### src/rtl/lap3d_pkg.sv
package lap3d_pkg;

	localparam int MaxDim = 64;
	localparam int MinDim = 3;
	localparam int DimW = $clog2(MaxDim);
	localparam int SizeW = 7;
	localparam int PosW = 6;
	localparam int CntCmpW = (SizeW > DimW + 1) ? SizeW : DimW + 1;
	localparam int StoreAw = 1 + 2 * DimW;
	localparam int WordW = 32;
	localparam int DiffW = WordW + 2;
	localparam int ProdW = WordW + DiffW;
	localparam int GainFrac = 30;
	localparam int TermW = ProdW - GainFrac;
	localparam int SumW = TermW + 3;
	localparam int QueueDepth = 4;
	localparam int QueueAw = $clog2(QueueDepth);
	localparam int CfgIdxW = 3;

	localparam logic signed [ProdW-1:0] RoundHalf = ProdW'(1) << (GainFrac - 1);
	localparam logic signed [WordW-1:0] WordMax = {1'b0, {(WordW - 1){1'b1}}};
	localparam logic signed [WordW-1:0] WordMin = {1'b1, {(WordW - 1){1'b0}}};

	typedef enum logic [CfgIdxW-1:0] {
		REG_SIZE_X,
		REG_SIZE_Y,
		REG_SIZE_Z,
		REG_GAIN_X,
		REG_GAIN_Y,
		REG_GAIN_Z,
		REG_SOURCE
	} cfg_reg_t;

	typedef struct packed {
		logic [SizeW-1:0] size_x;
		logic [SizeW-1:0] size_y;
		logic [SizeW-1:0] size_z;
	} dims_t;

	typedef struct packed {
		logic signed [WordW-1:0] gain_x;
		logic signed [WordW-1:0] gain_y;
		logic signed [WordW-1:0] gain_z;
		logic signed [WordW-1:0] source_offset;
	} gains_t;

	typedef struct packed {
		logic [PosW-1:0] pos_outer;
		logic [PosW-1:0] pos_middle;
		logic [PosW-1:0] pos_inner;
		logic            grid_done;
	} tag_t;

	typedef struct packed {
		logic signed [WordW-1:0] center;
		logic signed [DiffW-1:0] diff_x;
		logic signed [DiffW-1:0] diff_y;
		logic signed [DiffW-1:0] diff_z;
		tag_t                    tag;
	} item_t;

	// sizes below the minimum act as the minimum, above the maximum as the maximum
	function automatic logic [CntCmpW-1:0] eff_size(input logic [SizeW-1:0] s);
		logic [CntCmpW-1:0] w;
		w = CntCmpW'(s);
		if (w < CntCmpW'(MinDim)) begin
			return CntCmpW'(MinDim);
		end
		if (w > CntCmpW'(MaxDim)) begin
			return CntCmpW'(MaxDim);
		end
		return w;
	endfunction

endpackage

### src/rtl/lap3d_queue.sv
module lap3d_queue (
	input  logic             clk,
	input  logic             arst_n,
	input  logic             push_valid,
	output logic             push_ready,
	input  lap3d_pkg::item_t push_item,
	output logic             pop_valid,
	input  logic             pop_ready,
	output lap3d_pkg::item_t pop_item
);

	localparam int Depth = lap3d_pkg::QueueDepth;
	localparam int AW = lap3d_pkg::QueueAw;

	lap3d_pkg::item_t entry_q [Depth];
	logic [AW-1:0]    wr_ptr_q, rd_ptr_q;
	logic [AW:0]      count_q;
	logic             do_push, do_pop;

	assign push_ready = (count_q != (AW + 1)'(Depth));
	assign pop_valid = (count_q != '0);
	assign do_push = push_valid && push_ready;
	assign do_pop = pop_valid && pop_ready;
	assign pop_item = entry_q[rd_ptr_q];

	always_ff @(posedge clk or negedge arst_n) begin
		if (!arst_n) begin
			wr_ptr_q <= '0;
			rd_ptr_q <= '0;
			count_q <= '0;
		end else begin
			if (do_push) begin
				wr_ptr_q <= (wr_ptr_q == AW'(Depth - 1)) ? '0 : wr_ptr_q + AW'(1);
			end
			if (do_pop) begin
				rd_ptr_q <= (rd_ptr_q == AW'(Depth - 1)) ? '0 : rd_ptr_q + AW'(1);
			end
			if (do_push && !do_pop) begin
				count_q <= count_q + (AW + 1)'(1);
			end else if (do_pop && !do_push) begin
				count_q <= count_q - (AW + 1)'(1);
			end
		end
	end

	always_ff @(posedge clk) begin
		if (do_push) begin
			entry_q[wr_ptr_q] <= push_item;
		end
	end

endmodule

### config.mk
export PLATFORM = sky130hd
export DESIGN_NAME = lap3d_queue
export DESIGN_NICKNAME = d
export VERILOG_FILES = /design/src/rtl/lap3d_pkg.sv /design/src/rtl/lap3d_queue.sv
export SDC_FILE = /design/constraint.sdc
export NUM_CORES = 1
export LEC_CHECK = 0
export BUFFER_PORTS_ARGS = -buffer_cell sky130_fd_sc_hd__buf_2
export CORE_MARGIN = 5
export CORE_UTILIZATION = 51
export CTS_CLUSTER_DIAMETER = 80
export CTS_CLUSTER_SIZE = 12
export DETAILED_ROUTE_END_ITERATION = 7
export MAX_ROUTING_LAYER = met4
export PLACE_DENSITY = 0.75
export SYNTH_ARGS = -nofsm -noshare
export SYNTH_HDL_FRONTEND = slang
export SYNTH_SLANG_ARGS = --single-unit
### constraint.sdc
create_clock -name clk -period 2.9 [get_ports clk]
set_input_delay 0.145 -clock clk [delete_from_list [all_inputs] [get_ports clk]]
set_output_delay 0.145 -clock clk [all_outputs]
set_load 0.03 [all_outputs]
**Word level (Yosys, flattened, before mapping)**

Memory sizes are Yosys's and may differ from the RTL's.
Cells that the tools add are included.

- Register bits: 7
- Latch bits: 0
- Bits in writable memories: 612
- Memory bits (read-only): 0
- Input port bits: 157
- Output and inout port bits: 155
- Logic and storage cells: 25
- Memories: 1

Memories:

| name | depth | width | read ports | clocked after Yosys merged registers in | wr ports | RTL line | source |
|---|---|---|---|---|---|---|---|
| entry_q | 4 | 153 | 1 | 0 | 1 | lap3d_queue.sv:15 | `lap3d_pkg::item_t entry_q [Depth];` |

- Add/subtract/negate cells: 4
- Multiply operators: 0
- Divide/modulo/power cells: 0
- Order comparisons: 0
- Equality and inequality tests: 3
- Shift-type cells: 0
- Mux-type cells: 6
- Bitwise logic cells: 0
- Reductions and logical operators: 8

Operators by type and width:

| operator | number |
|---|---|
| $mux 3 | 2 |
| $add 2x1->2 const B | 2 |
| $eq 2x2->1 const B | 2 |
| $logic_and 1x1->1 | 4 |
| $mux 2 | 2 |
| $add 3x1->3 const B | 1 |
| $ne 3x3->1 const B | 1 |
| $reduce_bool 3->1 | 1 |
| $sub 3x1->3 const B | 1 |
| $logic_not 1->1 | 2 |
| $mux 1 | 2 |
| $reduce_bool 2->1 | 1 |

**Longest topological paths before layout**

- Depth in word-level cells: 6
- Mapped depth: 8

**Worst setup path before layout**

OpenSTA, ideal clock, no wires.

- Path kind: reg2reg
- Start point: register count_q[2]
- End point: memory entry_q[0][0] (netlist name), enable pin
- Setup time: 445 ps
- Arrival: 2609 ps
- Path slack: -155 ps
- Cell stages (with the launch flop): 3
- Path buffers: 0
- Cells stage by stage: dfrtp_1 or3b_4 and3_2

- Cells in the longest elaborated chain, start to end: 4

RTL lines:

| element | RTL line | source |
|---|---|---|
| from (decl) | lap3d_queue.sv:17 | `logic [AW:0] count_q;` |
| from (signal assigned) | lap3d_queue.sv:39 | `count_q <= count_q + (AW + 1)'(1);` |
| from (signal assigned) | lap3d_queue.sv:41 | `count_q <= count_q - (AW + 1)'(1);` |
| $ne 3x3->1 | lap3d_queue.sv:20 | `assign push_ready = (count_q != (AW + 1)'(Depth));` |
| via push_ready | lap3d_queue.sv:5 | `output logic push_ready,` |
| $logic_and 1x1->1 | lap3d_queue.sv:22 | `assign do_push = push_valid && push_ready;` |
| $mux 1 | lap3d_queue.sv:47 | `if (do_push) begin` |
| $mux 1 (implied by the code) | lap3d_queue.sv:48 | `entry_q[wr_ptr_q] <= push_item;` |
| to (decl) | lap3d_queue.sv:15 |  |

The timed path passes the listed nets, and every way through them passes these cells.

==> summary.md <==
| Metric | Value |
|---|---|
| Antenna viol nets, final | 0 |
| Final setup skew | 0.0145 ns |
| Terminating pin of the worst hold path | entry_q[3][89] |
| Total global routing track utilization | 19.8% |
| Share of post-route cells with drive strength above 1 | 41.8% |
| Netlist cell types | 20 |
| Number of failing hold endpoints at the final stage | 0 |
| Shortest period the worst path allows | 2.61 ns |
| Residual DRC count | 0 |
| Leading cell types by total area after synthesis | edfxtp_1, mux4_2, dfrtp_1, buf_4, ha_1 |
| Total via count in the routed design | 10.8k |
| Die extent in x | 220 um |
| Effective utilization at floorplan | 51.1% |
| Number of antenna violations at the first check in global routing | 5 |
| Sequential cell area in the final layout | 18,600 um2 |
| Final cell count without fillers | 1,979 |
| Number of top-level pins | 312 |
| Number of placed cells counting well taps | 1,742 |
| Sequential power share | 42.0% |
| Clock latency of the later-clocked register in the worst-skew pair | 0.59 ns |
| Maximum achievable frequency | 0.383 GHz |
| Gate count of the mapped netlist | 835 |
| Global placer's final weighted congestion | 0.740 |
| Filler cells | 2,865 |
| Finished Cell Area | 28,300 um2 |
| Critical-path cell list | buf_12 -> mux4_2 -> buf_2 |
| Overflow left after global routing | 0 |
| Post-CTS clock slew at the launch and capture registers of the worst setup and hold paths | 0.06 ns |
| Endpoint of the worst-slack reg-to-reg timing path | count_q[2] |
| Critical path data arrival time | 2.47 ns |
| CTS-repair resized insts | 0 |
| Clock tree from TritonCTS | yes |
| Area occupied by multi-input gates | 3720 um2 |
| Hold depth | 2 |
| 1st-iter DRT viols | 851 |
| Proportion of netlist area held by the largest area contributor | 81.8% |
| Highest fanout seen on the critical path | 42 |
| Count of maximum capacitance violations | 0 |
| Proportion of total power due to net switching | 34.3% |
| Max IR drop VDD | 0.000786 V |
| Sw power | 0.0101 W |
| Commonest non-fill, non-tap cells in the layout | edfxtp_1, buf_2, dlygate4sd3_1 |
| Synthesized Nets | 999 |
| Design internal power | 0.0195 W |
| Total detailed-routing wirelength | 46,600 um |
| Worst slew slack as a fraction of its limit | 52.0% |
| Kind of start point of the critical path | register |
| Share of the yosys chip area belonging to registers | 82.6% |
| Kind of end point of the critical path | output pin |
| Maximum buffer depth of the clock tree | 3 |
| Unrepaired setup endpoints after global routing | no |
| Post-detailed-placement half-perimeter wirelength | 27,200 um |
| Synthesis-to-finish area growth | 25.9% |
| Reported leakage power | 9.69 nW |
| Maximum number of pins on one net before global-route repair | 87 |
| Number of iterations in the first detailed-routing pass | 4 |
| Slowest library cell on the worst path | dfrtp_4 |
| Routed wirelength normalized by instance count | 23.5 um |
| Die area | 48,300 um2 |
| P per Cell Area | 1050 nW/um2 |
| Worst min path class | input pin to register |
| TritonCTS Buffers | 57 |
| Cell Area, Placed | 25,100 um2 |
| Critical R2R Launch | count_q[1] |
| CTS H-tree depth | 2 |
| Slew at the pin closest to its max-slew limit | 0.720 ns |
| Yosys warns | 0 |
| Number of global-route vias before repair | 11.6k |
| Number of clock sinks | 619 |
| Depth of the worst register-to-register path | 8 |
| Final cycle utilization of the critical path | 90.1% |
| Mean area per synthesized cell | 26.9 um2 |
| Cell type with the largest total area after synthesis | edfxtp_1 |
| Nets | 1,531 |
| Path type of the worst setup path | register to output pin |
| Reg-to-reg setup timing slack | 0.61 ns |
| Total standard cell area after synthesis | 22,500 um2 |
| Most common cell after layout, fill and taps aside | edfxtp_1 |
| Clock root buffer | clkbuf_16 |
| Hold wc startpoint | push_item[89] |
| Clock share of power | 21.9% |
| Die height | 220 um |
| Row cnt | 77 |
| Count of final setup violators | 0 |
| Biggest cell delay along the critical path | 0.89 ns |
| Placeable core region | 43,900 um2 |
| Max-slew violations | 0 |
| Wire length of the first global-routing pass | 70,000 um |
| Required time of the worst setup path | 2.76 ns |
| Status | complete, no violations |
| Number of port buffers | 311 |
| Seq cells post-synth | 619 |
| Combinational power share | 36.0% |
| Routed via count divided by cell count | 5.48 |
registers in the layout (all words and copies together), names as in the netlist:
register,cells
entry_q,612
count_q,3
rd_ptr_q,2
wr_ptr_q,2
critical path, delay by kind of cell, from the launching register on:
kind | cells | cell delay (ns)
muxes | 1 | 0.38
buffers and inverters | 2 | 0.54
DFF | 1 | 0.89
per-stage QoR:
stage / power [W] / hold slack (ns) / util [%] / TNS, ns / worst slack (ns)
final: 0.0296 / 0.303 / 64.4 / 0 / 0.288
after global routing: 0.0309 / 0.274 / 64.4 / 0 / 0.188
after CTS: 0.0298 / 0.253 / 64.3 / 0 / 0.0622
after detailed placement: 0.0231 / -0.00992 / 57.2 / 0 / 0.692
after global placement: 0.0230 / -0.0104 / 57.2 / 0 / 0.730
after floorplan: 0.0198 / -0.151 / - / -94.59 / -0.155
routing by layer:
metal | up-vias | global-route usage [%] | part of all wire (%)
met2 | 399 | 32.8 | 52
met4 | 0 | 4.74 | 2.1
met3 | 76 | 4.73 | 7.3
met1 | 5696 | 25.3 | 39
met5 | - | - | 0
li1 | 4671 | - | -
power groups by stage:
stage	registers, W	logic (W)	clock network (W)
after global placement	0.0125	0.0104	0
final	0.0124	0.0107	0.00649
after floorplan	0.0123	0.00749	0
after CTS	0.0125	0.0107	0.00664
after detailed placement	0.0126	0.0105	0
after global routing	0.0126	0.0113	0.00705
worst max-delay path by stage:
stage | start | endpoint | slack (ns)
after floorplan | count_q[2] | entry_q[0][0] | -0.15
after global placement | rd_ptr_q[0] | pop_item[85] | 0.73
after detailed placement | count_q[1] | count_q[2] | 0.69
after CTS | rd_ptr_q[0] | pop_item[123] | 0.06
after global routing | rd_ptr_q[1] | pop_item[30] | 0.19
final | rd_ptr_q[1] | pop_item[30] | 0.29
what timing repair did:
| action | in CTS | in global routing |
|---|---|---|
| setup endpoints to repair | 0 | 7 |
| hold buffers | 157 | 0 |
| buffers inserted | 0 | 1 |
| endpoints found under the hold margin | 623 | 0 |
synthesized netlist by cell type (all sizes together):
cell type and instances:
edfxtp 612, mux4 153, buf 33, dfrtp 7, ha 6, mux2 5
and3 4, inv 3, nor2 3, xor2 2, and2 1, clkbuf 1
fa 1, nand2 1, or3 1, or3b 1, xnor2 1
area by class of cell:
cell class	instances	share of cell area, %
multi-input cells	179	13.1
diodes	5	0.0442
inverters	3	0.0398
clock buffers	71	5.38
flip-flops and latches	619	65.6
well taps	592	2.62
repair buffers	507	13.1
clock inverters	3	0.0619
cell families (layout without fill, tap and decap cells):
family                     count (synthesis)  count (layout)  share of synthesized area [%]
adders and majority gates                  7               7                          0.423
muxes                                    158             158                           15.6
DFF                                      619             619                           82.6
and+or+nand+nor                           11              11                          0.323
other                                      0               5                              0
buffers and inverters                     37             584                          0.930
xor gates and xnor gates                   3               3                          0.117
No activity file was read; power rests on OpenSTA's default activity.
